--- src/bsa_pkg.sv ---
// Shared types and constants for the bitmap slot allocator.
// Used by the controller, the datapath, the top level and the checker.
// No dependencies.
package bsa_pkg;

  // Field widths fixed by the item format
  localparam int WORD_BITS = 64;
  localparam int BIT_W     = 6;
  localparam int SLOT_W    = 8;
  localparam int CNT_W     = 9;
  localparam int CLASS_W   = 16;
  localparam int CFG_W     = 16;
  localparam int STATUS_W  = 2;

  // Result status codes
  localparam logic [STATUS_W-1:0] ST_OK        = 2'd0;
  localparam logic [STATUS_W-1:0] ST_NO_FREE   = 2'd1;
  localparam logic [STATUS_W-1:0] ST_NOT_ALLOC = 2'd2;

  // Operation codes
  localparam logic OP_ALLOC = 1'b0;
  localparam logic OP_FREE  = 1'b1;

  // Configuration register indexes
  localparam logic CFG_SLOT_COUNT = 1'b0;
  localparam logic CFG_SIZE_CLASS = 1'b1;

  // Largest slot bound that granted_slot can express
  localparam logic [CNT_W-1:0] SLOT_RANGE = 9'd256;
  localparam logic [CNT_W-1:0] SLOT_COUNT_RESET = 9'd256;

  // Commands from controller to datapath
  typedef struct packed {
    logic load;          // capture item, set word pointer
    logic step;          // advance scan to next word
    logic decide_alloc;  // settle allocate on current word
    logic decide_free;   // settle free on current word
    logic commit;        // move result into output register
  } bsa_cmd_t;

  // Status from datapath to controller
  typedef struct packed {
    logic word_full;     // current word has no clear bit
    logic last_word;     // pointer is at the last bitmap word
    logic out_free;      // output register can take a result
  } bsa_stat_t;

endpackage

--- src/bsa_ctrl.sv ---
// Sequencing state machine of the bitmap slot allocator.
// Depends on bsa_pkg for the command and status structs.
module bsa_ctrl (
  input  logic                clk_i,
  input  logic                rst_ni,
  input  logic                in_valid_i,
  input  logic                in_op_i,
  output logic                in_ready_o,
  input  bsa_pkg::bsa_stat_t  stat_i,
  output bsa_pkg::bsa_cmd_t   cmd_o
);
  import bsa_pkg::*;

  localparam logic [1:0] S_IDLE = 2'd0;
  localparam logic [1:0] S_SCAN = 2'd1;
  localparam logic [1:0] S_FREE = 2'd2;
  localparam logic [1:0] S_DONE = 2'd3;

  logic [1:0] state_q, state_d;

  assign in_ready_o = (state_q == S_IDLE);

  // Next state and commands
  always_comb begin
    state_d = state_q;
    cmd_o   = '0;
    case (state_q)
      S_IDLE: begin
        if (in_valid_i) begin
          cmd_o.load = 1'b1;
          state_d    = (in_op_i == OP_FREE) ? S_FREE : S_SCAN;
        end
      end
      S_SCAN: begin
        if (!stat_i.word_full || stat_i.last_word) begin
          cmd_o.decide_alloc = 1'b1;
          state_d            = S_DONE;
        end else begin
          cmd_o.step = 1'b1;
        end
      end
      S_FREE: begin
        cmd_o.decide_free = 1'b1;
        state_d           = S_DONE;
      end
      S_DONE: begin
        if (stat_i.out_free) begin
          cmd_o.commit = 1'b1;
          state_d      = S_IDLE;
        end
      end
      default: begin
        state_d = S_IDLE;
      end
    endcase
  end

  always_ff @(posedge clk_i or negedge rst_ni) begin
    if (!rst_ni) begin
      state_q <= S_IDLE;
    end else begin
      state_q <= state_d;
    end
  end

endmodule

--- src/bsa_datapath.sv ---
// Bitmap words, used counter, config registers and result registers.
// Depends on bsa_pkg; driven by commands from bsa_ctrl.
module bsa_datapath #(
  parameter int MAX_SLOTS = 256
) (
  input  logic                          clk_i,
  input  logic                          rst_ni,
  // configuration
  input  logic                          cfg_we_i,
  input  logic                          cfg_index_i,
  input  logic [bsa_pkg::CFG_W-1:0]     cfg_data_i,
  // item in
  input  logic                          operation_i,
  input  logic [bsa_pkg::SLOT_W-1:0]    slot_index_i,
  // result out
  output logic                          out_valid_o,
  input  logic                          out_ready_i,
  output logic [bsa_pkg::STATUS_W-1:0]  status_o,
  output logic [bsa_pkg::SLOT_W-1:0]    granted_slot_o,
  output logic [bsa_pkg::CLASS_W-1:0]   freed_class_o,
  output logic [bsa_pkg::CNT_W-1:0]     used_slots_o,
  // control
  input  bsa_pkg::bsa_cmd_t             cmd_i,
  output bsa_pkg::bsa_stat_t            stat_o
);
  import bsa_pkg::*;

  localparam int NUM_WORDS = (MAX_SLOTS + WORD_BITS - 1) / WORD_BITS;
  // Slots at or above 256 can never be granted or freed, so only the
  // first four words can ever hold a set bit.
  localparam int ACT_WORDS = (NUM_WORDS < 4) ? NUM_WORDS : 4;
  localparam int PTR_W     = (ACT_WORDS > 1) ? $clog2(ACT_WORDS) : 1;
  localparam int CMP_W     = ($clog2(MAX_SLOTS + 1) > CNT_W) ? $clog2(MAX_SLOTS + 1) : CNT_W;
  localparam logic [CNT_W-1:0] LIMIT_CAP =
      (MAX_SLOTS < 256) ? CNT_W'(MAX_SLOTS) : SLOT_RANGE;

  logic [WORD_BITS-1:0] occ_q [ACT_WORDS];
  logic [PTR_W-1:0]     ptr_q, ptr_d;
  logic [SLOT_W-1:0]    idx_q;
  logic [CNT_W-1:0]     used_q;
  logic [CNT_W-1:0]     slot_count_q;
  logic [CLASS_W-1:0]   size_class_q;

  logic [STATUS_W-1:0]  res_status_q;
  logic [SLOT_W-1:0]    res_slot_q;
  logic [CLASS_W-1:0]   res_class_q;

  logic                 out_valid_q;
  logic [STATUS_W-1:0]  out_status_q;
  logic [SLOT_W-1:0]    out_slot_q;
  logic [CLASS_W-1:0]   out_class_q;
  logic [CNT_W-1:0]     out_used_q;

  logic [WORD_BITS-1:0] cur_word;
  logic [BIT_W-1:0]     low_clear;
  logic [CNT_W-1:0]     cand_slot;
  logic [CNT_W-1:0]     limit;
  logic                 grant_ok;
  logic                 idx_in_map;
  logic                 free_ok;

  // Current word and its lowest clear bit
  assign cur_word = occ_q[ptr_q];

  always_comb begin
    low_clear = '0;
    for (int b = WORD_BITS - 1; b >= 0; b--) begin
      if (!cur_word[b]) begin
        low_clear = BIT_W'(b);
      end
    end
  end

  // Allocate and free decisions
  assign cand_slot  = CNT_W'({ptr_q, low_clear});
  assign limit      = (slot_count_q < LIMIT_CAP) ? slot_count_q : LIMIT_CAP;
  assign grant_ok   = !(&cur_word) && (cand_slot < limit);
  assign idx_in_map = CMP_W'(idx_q) < CMP_W'(MAX_SLOTS);
  assign free_ok    = idx_in_map && cur_word[idx_q[BIT_W-1:0]];

  assign stat_o.word_full = &cur_word;
  assign stat_o.last_word = (ptr_q == PTR_W'(ACT_WORDS - 1));
  assign stat_o.out_free  = !out_valid_q || out_ready_i;

  // Word pointer
  always_comb begin
    ptr_d = ptr_q;
    if (cmd_i.load) begin
      ptr_d = (operation_i == OP_FREE) ? PTR_W'(slot_index_i[SLOT_W-1:BIT_W]) : '0;
    end else if (cmd_i.step) begin
      ptr_d = ptr_q + PTR_W'(1);
    end
  end

  // Bitmap, counter and pointer
  always_ff @(posedge clk_i or negedge rst_ni) begin
    if (!rst_ni) begin
      for (int w = 0; w < ACT_WORDS; w++) begin
        occ_q[w] <= '0;
      end
      used_q <= '0;
      ptr_q  <= '0;
    end else begin
      ptr_q <= ptr_d;
      if (cmd_i.decide_alloc && grant_ok) begin
        occ_q[ptr_q][low_clear] <= 1'b1;
        used_q                  <= used_q + CNT_W'(1);
      end else if (cmd_i.decide_free && free_ok) begin
        occ_q[ptr_q][idx_q[BIT_W-1:0]] <= 1'b0;
        used_q                         <= used_q - CNT_W'(1);
      end
    end
  end

  // Configuration registers
  always_ff @(posedge clk_i or negedge rst_ni) begin
    if (!rst_ni) begin
      slot_count_q <= SLOT_COUNT_RESET;
      size_class_q <= '0;
    end else if (cfg_we_i) begin
      case (cfg_index_i)
        CFG_SLOT_COUNT: slot_count_q <= cfg_data_i[CNT_W-1:0];
        CFG_SIZE_CLASS: size_class_q <= cfg_data_i[CLASS_W-1:0];
        default: ;
      endcase
    end
  end

  // Captured slot index and pending result (payload, no reset)
  always_ff @(posedge clk_i) begin
    if (cmd_i.load) begin
      idx_q <= slot_index_i;
    end
    if (cmd_i.decide_alloc) begin
      res_status_q <= grant_ok ? ST_OK : ST_NO_FREE;
      res_slot_q   <= grant_ok ? cand_slot[SLOT_W-1:0] : '0;
      res_class_q  <= '0;
    end else if (cmd_i.decide_free) begin
      res_status_q <= free_ok ? ST_OK : ST_NOT_ALLOC;
      res_slot_q   <= '0;
      res_class_q  <= free_ok ? size_class_q : '0;
    end
  end

  // Output register
  always_ff @(posedge clk_i or negedge rst_ni) begin
    if (!rst_ni) begin
      out_valid_q <= 1'b0;
    end else if (cmd_i.commit) begin
      out_valid_q <= 1'b1;
    end else if (out_ready_i) begin
      out_valid_q <= 1'b0;
    end
  end

  always_ff @(posedge clk_i) begin
    if (cmd_i.commit) begin
      out_status_q <= res_status_q;
      out_slot_q   <= res_slot_q;
      out_class_q  <= res_class_q;
      out_used_q   <= used_q;
    end
  end

  assign out_valid_o    = out_valid_q;
  assign status_o       = out_status_q;
  assign granted_slot_o = out_slot_q;
  assign freed_class_o  = out_class_q;
  assign used_slots_o   = out_used_q;

endmodule

--- src/bitmap_slot_allocator_unit.sv ---
// Top level of the bitmap slot allocator: controller plus datapath.
// Depends on bsa_pkg, bsa_ctrl and bsa_datapath.
//
//   Channel | Handshake              | Payload
//   --------+------------------------+---------------------------------------------
//   in      | in_valid_i/in_ready_o  | operation_i, slot_index_i
//   out     | out_valid_o/out_ready_i| status_o, granted_slot_o, freed_class_o,
//           |                        | used_slots_o
//   cfg     | cfg_we_i (no wait)     | cfg_index_i, cfg_data_i
//
// A free goes through the FREE and DONE states between acceptances; an allocate
// goes through SCAN, one step per bitmap word, at most four words, then DONE.
// The result enters the output register when the block turns ready again.
// The word scan, one word per cycle, sets the allocate latency.
// One item is in work at a time; the next is taken once the result sits in the
// output register, even if that result has not been taken.
// Reset clears the bitmap and the used count at once; the block is ready
// from the first cycle after reset.
module bitmap_slot_allocator_unit #(
  parameter int MAX_SLOTS = 256
) (
  input  logic                          clk_i,
  input  logic                          rst_ni,
  input  logic                          cfg_we_i,
  input  logic                          cfg_index_i,
  input  logic [bsa_pkg::CFG_W-1:0]     cfg_data_i,
  input  logic                          in_valid_i,
  output logic                          in_ready_o,
  input  logic                          operation_i,
  input  logic [bsa_pkg::SLOT_W-1:0]    slot_index_i,
  output logic                          out_valid_o,
  input  logic                          out_ready_i,
  output logic [bsa_pkg::STATUS_W-1:0]  status_o,
  output logic [bsa_pkg::SLOT_W-1:0]    granted_slot_o,
  output logic [bsa_pkg::CLASS_W-1:0]   freed_class_o,
  output logic [bsa_pkg::CNT_W-1:0]     used_slots_o
);
  import bsa_pkg::*;

  bsa_cmd_t  cmd;
  bsa_stat_t stat;

  // Sequencer
  bsa_ctrl u_ctrl (
    .clk_i      (clk_i),
    .rst_ni     (rst_ni),
    .in_valid_i (in_valid_i),
    .in_op_i    (operation_i),
    .in_ready_o (in_ready_o),
    .stat_i     (stat),
    .cmd_o      (cmd)
  );

  // Bitmap and result path
  bsa_datapath #(
    .MAX_SLOTS (MAX_SLOTS)
  ) u_datapath (
    .clk_i          (clk_i),
    .rst_ni         (rst_ni),
    .cfg_we_i       (cfg_we_i),
    .cfg_index_i    (cfg_index_i),
    .cfg_data_i     (cfg_data_i),
    .operation_i    (operation_i),
    .slot_index_i   (slot_index_i),
    .out_valid_o    (out_valid_o),
    .out_ready_i    (out_ready_i),
    .status_o       (status_o),
    .granted_slot_o (granted_slot_o),
    .freed_class_o  (freed_class_o),
    .used_slots_o   (used_slots_o),
    .cmd_i          (cmd),
    .stat_o         (stat)
  );

endmodule

--- config.mk ---
export PLATFORM = sky130hd
export DESIGN_NAME = bitmap_slot_allocator_unit
export DESIGN_NICKNAME = d
export VERILOG_FILES = /design/src/bsa_pkg.sv /design/src/bsa_ctrl.sv /design/src/bsa_datapath.sv /design/src/bitmap_slot_allocator_unit.sv
export SDC_FILE = /design/constraint.sdc
export NUM_CORES = 1
export LEC_CHECK = 0
export BUFFER_PORTS_ARGS = -buffer_cell sky130_fd_sc_hd__buf_2
export CAP_MARGIN = 20
export CORE_MARGIN = 2
export CORE_UTILIZATION = 57
export CTS_CLUSTER_DIAMETER = 60
export CTS_CLUSTER_SIZE = 10
export DETAILED_ROUTE_END_ITERATION = 6
export GPL_TIMING_DRIVEN = 0
export PLACE_DENSITY = 0.74
export SYNTH_ARGS = -nofsm -noshare
export SYNTH_HDL_FRONTEND = slang
export SYNTH_SLANG_ARGS = --single-unit
--- constraint.sdc ---
create_clock -name clk_i -period 15.6 [get_ports clk_i]
set_input_delay 1.56 -clock clk_i [delete_from_list [all_inputs] [get_ports clk_i]]
set_output_delay 1.56 -clock clk_i [all_outputs]
set_load 0.03 [all_outputs]
; ---- After elaboration in Yosys (flattened, before gate mapping)
; Index checks and enable logic that the tools add are counted.
[word_totals]
reg_bits = 362
output_inout_bits = 37
inputBits = 31
word_cells = 168
[op_classes]
n_lt_le_gt_ge = 8
addsub = 3
n_bitwise = 5
muxes = 108
reduce_logical = 19
n_eq_ne = 7
[op_table]
columns = cell, n
row1 = 256-bit two-way mux, 2
row2 = 6-bit two-way mux, 64
row3 = 256-bit AND, 1
row4 = 64-bit demux with 2-bit select, 2
row5 = 64-bit two-way mux, 4
row6 = 256-bit inverter, 1
row7 = 256-bit OR, 1
row8 = 64-bit binary-select mux with 2-bit select, 1
row9 = 64-bit AND reduction, 1
row10 = 9-bit two-way mux, 3
row11 = 8-bit two-way mux, 3
row12 = 2-bit two-way mux, 11
row13 = 16-bit two-way mux, 1
row14 = 6-bit by 7-bit less-than comparator with 1-bit output (second input constant), 2
row15 = 1-bit two-way mux, 13
row16 = 1-bit demux with 6-bit select, 2
row17 = 6-bit by 1-bit >= comparator with 1-bit output (second input constant), 2
row18 = 9-bit by 1-bit adder with 9-bit output (second input constant), 1
row19 = 8-bit by 9-bit less-than comparator with 1-bit output, 1
row20 = 9-bit less-than comparator (second input constant), 1
row21 = 9-bit by 1-bit subtractor with 9-bit output (second input constant), 1
row22 = 2-bit one-hot mux with 4 select lines, 1
row23 = 2-bit nonzero test, 4
row24 = 1-bit binary-select mux with 6-bit select, 1
row25 = 15 further kinds, 26

; ---- Depth between registers and ports, before layout
; Gate-level depths: netlist of the first run.
[logic_depth]
word_depth = 76
mapped_depth = 31
depth_no_buf = 26

; ---- Hierarchy
; From an unflattened synthesis of the first run, not the netlist that was laid out.
[unflattened]
cells_unflattened = 1577
area_unflattened_um2 = 17297.8
[by_module_without_submodules]
columns = mod, seq_area_each_um2, cells_each, area_each_um2, n_inst
row1 = bsa_datapath, 9185.1, 1556, 17100.2, 1
row2 = bsa_ctrl, 50.0, 21, 197.7, 1

; ---- Least setup slack after synthesis of the first run
; No wires, ideal clock.
[synth_timing]
kind = reg-to-reg
start = reg u_datapath.ptr_q[0]
end = reg u_datapath.used_q[8]
arrival_ns = 6.065
required_ns = 15.521
stages_incl_launch_ff = 32
setup_ns = 0.079
synth_period_minus_slack_ns = 6.144
path_buffers = 5
setup_slack_ns = 9.456
cell_sequence = dfrtp_1 > buf_6 > buf_12 > buf_8 > mux4_1 > nand4_1 > nor2_1 > o31ai_1 > a21oi_1 > o21ai_2 > inv_1 > clkbuf_1 > ha_1 > a21o_1 > a21o_1 > a21o_1 > a21oi_1 > o22ai_1 > nor2_1 > o31ai_4 > nor2_2 > buf_6 > clkinv_1 > fa_1 > a21o_1 > a21oi_1 > o21bai_1 > a21oi_1 > o21bai_1 > a21oi_1 > mux2i_1 > xor2_1
[synth_via]
elab_chain_len = 72
elab_cells_between_ends = 82
classes_between = order compare: 1 / eq/ne: 1 / mux: 72 / bitwise: 1 / reduce/logical: 7
[synth_lines]
columns = element, line
row1 = start: declaration, bsa_datapath.sv:38  ; logic [PTR_W-1:0] ptr_q, ptr_d;
row2 = start signal: assignment, bsa_datapath.sv:104  ; ptr_q <= ptr_d;
row3 = 2-bit inverter with 3-bit output (not written as such) (*), bsa_datapath.sv:63  ; assign cur_word = occ_q[ptr_q];
row4 = 64-bit binary-select mux with 2-bit select (*), bsa_datapath.sv:63
row5 = 64-bit two-way mux (not written as such) (*) (2 in series), bsa_datapath.sv:63
row6 = 6-bit two-way mux (63 in series), bsa_datapath.sv:68  ; if (!cur_word[b]) begin
row7 = 6-bit two-way mux (*), bsa_datapath.sv:68
row8 = via u_datapath.low_clear[3], bsa_datapath.sv:55  ; logic [BIT_W-1:0] low_clear;
row9 = 8-bit by 9-bit less-than comparator with 1-bit output (*), bsa_datapath.sv:77  ; assign grant_ok = !(&cur_word) && (cand_slot < limit);
row10 = 1-bit logical AND (*), bsa_datapath.sv:77
row11 = 1-bit logical AND (*), bsa_datapath.sv:105  ; if (cmd_i.decide_alloc && grant_ok) begin
row12 = 9-bit two-way mux / 2-bit nonzero test (equally long branches), n/a
row13 = end signal: assignment, bsa_datapath.sv:107  ; used_q <= used_q + CNT_W'(1);
row14 = end signal: assignment, bsa_datapath.sv:110  ; used_q <= used_q - CNT_W'(1);
row15 = end: declaration, bsa_datapath.sv:40  ; logic [CNT_W-1:0] used_q;
; Mark *: on every way through the listed nets, which the timed path passes. The rest lies on a longest branch. The select of a mux whose other input is x is not followed.
; A chain may end at the register's enable or synchronous reset.

; ---- Final worst setup path of the first run
[layout_timing]
start = reg u_datapath.ptr_q[1]
end = reg u_datapath.used_q[8]
; Same word-level chain as after synthesis.

==> flow_metrics.py, run 1 <==
metrics = {
    "yosys": {
        "ys.flop_type": "dfrtp_1",
        "synth_area_per_cell_sq_um": 10.8,
        "ys_seq_area_share_pct": 52.3,
        "yosysTopAreaCell": "dfrtp_1",
        "synth_top_family_by_area": "compound AO/OA/AOI/OAI gates",
        "synthCells": 1627,
        "netlist_top_cells_area": "dfrtp_1, o21ai_0, edfxtp_1, mux4_2, nand2_1",
        "synthSimpleGateAreaFrac_pct": 10.0,
        "async_flop_share_pct": 81.5,
        "synth_compound_area_share_pct": 21.3,
        "yosys_warnings": 0,
        "synth_edf_count": 51,
        "yosys.area.top_type_share_pct": 41.7,
        "syn_area_sq_mm": 0.0176,
        "ys_types": 89,
        "ys_seq_elements": 362,
        "synthesis.nets": 1680,
        "synth_xor_xnor_area_share_pct": 0.539,
        "synthMuxAreaShare_pct": 10.5,
        "synth_fa_ha_area_share_pct": 1.60,
    },
    "timing": {
        "final_hold_viol_count": 0,
        "post-route-min-period_ns": 8.54,
        "whs_ns": 0.406,
        "timing.fmax_ghz": 0.117,
        "slew_headroom_pct": 22.4,
        "setup_ws_ns": 7.06,
        "rsz0062_at_grt": "no",
        "worst_pin_slew_ns": 1.16,
        "setup_violations": 0,
        "period_share_pct": 54.7,
        "fin_skew_ns": 0.0281,
        "setup_tns_ns": 0,
        "report.final.slew_viol_count": 0,
    },
    "route": {
        "wire_per_inst_microns": 29.1,
        "drc": 0,
        "firstDrtPassIters": 6,
        "viasPerCell": 7.13,
        "via_count": 15500,
        "wirelength_microns": 63200,
        "ant_nets": 0,
        "drtIter0Drc": 2312,
    },
    "run": {
        "drv_cap": 0,
    },
    "hold_path": {
        "hold_depth": 0,
        "hold_end": "u_datapath.granted_slot_o[1]",
        "hold_class": "register to register",
        "min-delay-start": "u_datapath.res_slot_q[1]",
    },
    "global_routing": {
        "grt-ovfl-total": 0,
        "grt_pass1_vias": 14900,
        "grt_max_degree": 121,
        "antenna_found_initial": 4,
        "grt_usage_pct": 39.0,
        "grt_pass1_wl_microns": 94100,
    },
    "placed_design": {
        "gp_congestion": 1.01,
        "dp_worst_setup_slack_ns": 7.48,
        "dp_hpwl_microns": 42200,
        "io_buffers": 67,
    },
    "cts": {
        "ctsLongestPathBuffers": 3,
        "cts_tree": "yes",
        "root_buffer": "clkbuf_16",
        "clk_pin_slew_ns": 0.05,
        "cts_buffers": 44,
        "ctsResizeCount": 0,
        "clkLatencyLatePin_ns": 0.56,
        "cts_setup_buffers": 0,
        "htreeDepth": 2,
        "hold_buffers": 0,
        "cts.sink_count": 362,
    },
    "worst_setup_path": {
        "crit_arrival_ns": 9.01,
        "reg2reg_depth": 30,
        "crit_path_frequent_cell": "a21oi_1",
        "required_ns": 16.07,
        "timing.rr.end": "u_datapath.used_q[8]",
        "cp_slowest_cell": "clkbuf_1",
        "critical-path-max-stage-delay_ns": 0.76,
        "regToRegSetupSlack_ns": 7.06,
        "worstSetupEndpointType": "register",
        "critPathLaunchType": "register",
        "path_max_fanout": 16,
        "path_class": "register to register",
        "crit-reg2reg-launch": "u_datapath.ptr_q[1]",
    },
    "pwr": {
        "internal-power_w": 0.00203,
        "vdd_drop_max_mv": 0.111,
        "comb_power_share_pct": 35.1,
        "leakagePower_nw": 8.10,
        "sw_frac_of_total_pct": 38.1,
        "p_switching_w": 0.00125,
        "p_clk_share_pct": 29.1,
        "power_density_mw_per_mm2": 164,
        "seq_power_share_pct": 35.7,
    },
    "cells_and_area": {
        "utilization_pct": 65.4,
        "multi_input_area_sq_mm": 0.00778,
        "area_growth_pct": 13.0,
        "drive_above_1_share_pct": 17.3,
        "n_fill_cell": 2394,
        "regArea_sq_mm": 0.00924,
        "num-nets-final": 1804,
    },
    "die": {
        "die_w_microns": 180,
        "design.core.area_sq_mm": 0.0305,
        "row_count": 64,
        "io_pins": 68,
        "start_util_pct": 57.8,
        "die_area_sq_mm": 0.0324,
        "die_h_microns": 180,
    },
    "run_status": {
        "outcome": "finished clean",
    },
}
-- layout by cell type (no fill, tap or decap), types with 7 or more instances in the layout --
cell type,netlist,final
o21ai_0,456,456
dfrtp_1,294,294
nand2_1,163,163
buf_2,13,81
clkbuf_1,60,74
mux4_2,60,60
edfxtp_1,51,51
clkbuf_16,0,45
inv_1,35,35
o22ai_1,34,34
nand3_1,31,31
nor2_1,30,30
o31ai_1,30,30
a21oi_1,28,28
o21ai_1,27,27
mux2_2,26,26
a22o_1,22,22
ha_1,21,21
dfxtp_1,16,16
nand2b_1,14,14
nand4_1,13,13
and3_1,13,13
buf_6,5,9
nor3_1,10,9
or3_1,9,9
a21o_1,9,9
o41ai_1,9,9
and2_1,7,7
xnor2_1,7,7
-- synth_stat cells, types with 9 or more instances --
cell type	instances
inv_1	35
mux2_2	26
o22ai_1	34
a21o_1	9
nand2b_1	14
or3_1	9
a21oi_1	28
nor3_1	10
a22o_1	22
nand4_1	13
buf_2	13
dfrtp_1	294
mux4_2	60
and3_1	13
o21ai_0	456
clkbuf_1	60
dfxtp_1	16
o21ai_1	27
o41ai_1	9
nand3_1	31
edfxtp_1	51
nor2_1	30
nand2_1	163
ha_1	21
o31ai_1	30
-- registers in the layout (all words and copies together), names as in the netlist --
signal / cells
u_datapath.size_class_q: 16
u_datapath.used_slots_o: 9
u_datapath.out_valid_o: 1
u_datapath.used_q: 9
u_datapath.freed_class_o: 16
u_datapath.slot_count_q: 9
u_datapath.res_status_q: 2
u_datapath.res_slot_q: 8
u_datapath.status_o: 2
u_datapath.granted_slot_o: 8
u_datapath.res_class_q: 16
u_datapath.idx_q: 6
u_ctrl.state_q: 2
u_datapath.occ_q: 256
u_datapath.ptr_q: 2
-- worst max-delay path by stage --
stage	start	end	slack, ns	cells past startpoint
after floorplan	u_datapath.ptr_q[0]	u_datapath.used_q[8]	9.46	31
after global placement	rst_ni	u_datapath.occ_q[164]	7.40	1
after detailed placement	u_datapath.ptr_q[1]	u_datapath.used_q[8]	7.48	30
after CTS	u_datapath.ptr_q[1]	u_datapath.used_q[8]	7.45	30
after global routing	u_datapath.ptr_q[1]	u_datapath.used_q[8]	6.95	30
final	u_datapath.ptr_q[1]	u_datapath.used_q[8]	7.06	30
-- power groups by stage --
stage	Clock (W)	Combinational, W	Sequential, W
after floorplan	0	0.000652	0.00122
after global routing	0.000992	0.00119	0.00118
after CTS	0.000953	0.00111	0.00117
after detailed placement	0	0.00110	0.00118
after global placement	0	0.00106	0.00117
final	0.000954	0.00115	0.00117
-- per-stage QoR --
step                power (W)  std cells  area [sq um]
finish                0.00327       2171         19900
global route          0.00336       2170         19900
CTS                   0.00323       2168         19900
detailed placement    0.00228       2101         18600
global placement      0.00224       2090         18500
floorplan             0.00188       1627         17600
-- per-layer routing --
layer  GRT usage (%)  vias up  share of wire (%)
met5               0        -              0.028
met4            25.3        2                7.8
met3            12.3      290                 14
met2            56.0     1267                 42
met1            51.3     7593                 36
li1                -     6335                  -
-- worst max-delay path, delay by kind of cell (launching register included) --
family                     cells  cell delay, ns
AOI/OAI and AO/OA             15            2.97
xor gates and xnor gates       1            0.16
adders and majority gates      2            0.90
buffers and inverters          6            2.44
DFF                            1            0.57
muxes                          2            0.76
and+or+nand+nor                4            0.65
-- area by class of cell --
type,count,share of cell area (%)
plain buffers,97,2.55
flip-flops and latches,362,46.3
clock buffers,60,5.98
repair buffers,78,2.43
well taps,396,2.48
inverters,37,0.696
multi-input cells,1131,39.0
clock inverters,7,0.502
diodes,3,0.0376
-- kinds of logic after synthesis --
group                      after synthesis
xor gates and xnor gates                10
adders and majority gates               22
DFF                                    362
AOI/OAI and AO/OA                      656
muxes                                   98
and+or+nand+nor                        345
buffers and inverters                  134
Note: power is estimated with default switching activity, not from simulation.
==> run 2, diff against run 1 <==
- clock period: 15.6 -> 8.1 ns (I/O delays scaled with it)
==> run 2 against run 1 <==
  * Maximum frequency up 9.1%
  * Wire length shrank 0.33%
  * Core utilization barely moved
  * Final cell count barely moved
  * Die area is the same
  * Sequential cell count unchanged
  * Global-route usage is the same
  * Sequential power up 92%
  * Non-clock buffer count fell by 1
  * Via count fell by 0.67%
  * Critical endpoint unchanged
==> flow_metrics.py, run 2 (synthesis gave the netlist of run 1 again) <==
metrics = {
    "placed_design": {
        "dp_hpwl_microns": 42200,
        "io_buffers": 67,
        "gp_congestion": 1.01,
        "dp_worst_setup_slack_ns": -0.0184,
    },
    "cts": {
        "hold_buffers": 0,
        "clkLatencyLatePin_ns": 0.55,
        "htreeDepth": 2,
        "cts.sink_count": 362,
        "cts_tree": "yes",
        "root_buffer": "clkbuf_16",
        "clk_pin_slew_ns": 0.06,
        "ctsLongestPathBuffers": 3,
        "cts_buffers": 44,
    },
    "cells_and_area": {
        "n_fill_cell": 2388,
        "regMostFlops": "u_datapath.occ_q",
        "num-nets-final": 1803,
        "drive_above_1_share_pct": 17.4,
        "area_growth_pct": 13.1,
        "utilization_pct": 65.4,
        "layout_commonest_cell": "o21ai_0",
        "layout_common_cells": "o21ai_0, dfrtp_1, nand2_1",
        "largest_reg_flops": 256,
    },
    "timing": {
        "setup_violations": 0,
        "fin_skew_ns": 0.0213,
        "post-route-min-period_ns": 7.83,
        "rsz0062_at_grt": "no",
        "setup_tns_ns": 0,
        "period_share_pct": 96.6,
        "timing.fmax_ghz": 0.128,
        "final_hold_viol_count": 0,
        "setup_ws_ns": 0.274,
        "worst_pin_slew_ns": 1.14,
        "report.final.slew_viol_count": 0,
        "slew_headroom_pct": 23.7,
    },
    "pwr": {
        "leakagePower_nw": 8.10,
        "power_density_mw_per_mm2": 315,
        "power_w": 0.00629,
        "vdd_drop_max_mv": 0.214,
    },
    "global_routing": {
        "grt_max_degree": 121,
        "grt_pass1_wl_microns": 94100,
        "antenna_found_initial": 4,
        "grt_pass1_vias": 14900,
        "grt-ovfl-total": 0,
        "grt_usage_pct": 39.0,
    },
    "worst_setup_path": {
        "path_class": "register to register",
        "critical-path-max-stage-delay_ns": 0.57,
        "crit-reg2reg-launch": "u_datapath.ptr_q[1]",
        "path_max_fanout": 16,
        "cp_slowest_cell": "dfrtp_1",
        "required_ns": 8.57,
        "startpoint": "u_datapath.ptr_q[1]",
        "critPathLaunchType": "register",
        "worstSetupEndpointType": "register",
        "crit_arrival_ns": 8.29,
        "crit_path_frequent_cell": "a21oi_1",
    },
    "die": {
        "io_pins": 68,
        "design.core.area_sq_mm": 0.0305,
        "row_count": 64,
        "die_area_sq_mm": 0.0324,
        "start_util_pct": 57.8,
        "die_h_microns": 180,
        "die_w_microns": 180,
    },
    "hold_path": {
        "hold_class": "input port to async pin",
    },
    "route": {
        "drc": 0,
        "ant_nets": 0,
        "viasPerCell": 7.09,
        "wire_per_inst_microns": 29.0,
        "wirelength_microns": 63000,
        "firstDrtPassIters": 6,
        "drtIter0Drc": 2520,
        "via_count": 15400,
    },
    "run_status": {
        "outcome": "finished clean",
    },
    "run": {
        "drv_cap": 0,
    },
}
-- run 2: cell count changes in the layout (fill, tap and decap cells not counted), sizes merged --
cell      delta
clkinv       -1
buf          -1
clkinvlp     +1
-- run 2: what timing repair did --
action | in CTS | in global routing
resized for setup | 1 | 3
endpoints found under the setup margin | 1 | 3
cloned | 0 | 0
buffers inserted | 0 | 0
-- run 2: layout make-up --
cell class / instances / area, sq um / share of cell area [%]
Tap cell: 396 / 495 / 2.48
Timing Repair Buffer: 78 / 485 / 2.43
Clock inverter: 7 / 100 / 0.502
Multi-Input combinational cell: 1131 / 7800 / 39.1
Clock buffer: 60 / 1190 / 5.97
Antenna cell: 3 / 7.51 / 0.0376
Inverter: 37 / 143 / 0.715
Sequential cell: 362 / 9240 / 46.3
Buffer: 96 / 504 / 2.53
-- run 2: worst paths after layout --
check	slack, ns	endpoint	depth (start not counted)
worst min register to register	0.40	u_datapath.granted_slot_o[1]	0
worst max-delay path	0.27	u_datapath.used_q[8]	29
worst max register to register	0.27	u_datapath.used_q[8]	29
min in group clk_i	0.40	u_datapath.granted_slot_o[1]	0
max in group asynchronous	6.74	u_datapath.occ_q[167]	2
worst min-delay path	0.31	u_datapath.used_q[5]	1
-- run 2: where the power goes --
group	leakage [nW]	internal [W]	switching [W]	total (W)
Sequential	4.62	0.00212	0.000129	0.00225
Clock	0.625	0.00108	0.000752	0.00183
Combinational	2.85	0.000697	0.00151	0.00221
Total	8.10	0.00390	0.00239	0.00629
-- run 2: per-layer routing --
layer | wire length [microns] | vias to the layer above | global-route usage, %
met2 | 26700 | 1239 | 56.0
met5 | 18 | - | 0
met4 | 4770 | 2 | 25.3
met3 | 8760 | 276 | 12.3
li1 | - | 6322 | -
met1 | 22700 | 7545 | 51.3
-- run 2: metrics by stage --
| step | cells | hold WS [ns] | cell area [sq um] |
|---|---|---|---|
| 2_1_floorplan | 1627 | 0.400 | 17600 |
| 3_3_place_gp | 2090 | 0.404 | 18500 |
| 3_5_place_dp | 2101 | 0.405 | 18600 |
| 4_1_cts | 2168 | 0.335 | 19900 |
| 5_1_grt | 2169 | 0.379 | 20000 |
| 6_report | 2170 | 0.307 | 20000 |
-- run 2: critical path, delay by kind of cell (launching register included) --
| kind | cells | cell delay [ns] |
|---|---|---|
| AOI/OAI and AO/OA | 15 | 3.11 |
| and+or+nand+nor | 3 | 0.61 |
| DFF | 1 | 0.57 |
| xor gates and xnor gates | 1 | 0.16 |
| buffers and inverters | 6 | 1.84 |
| adders and majority gates | 2 | 0.84 |
| muxes | 2 | 0.61 |
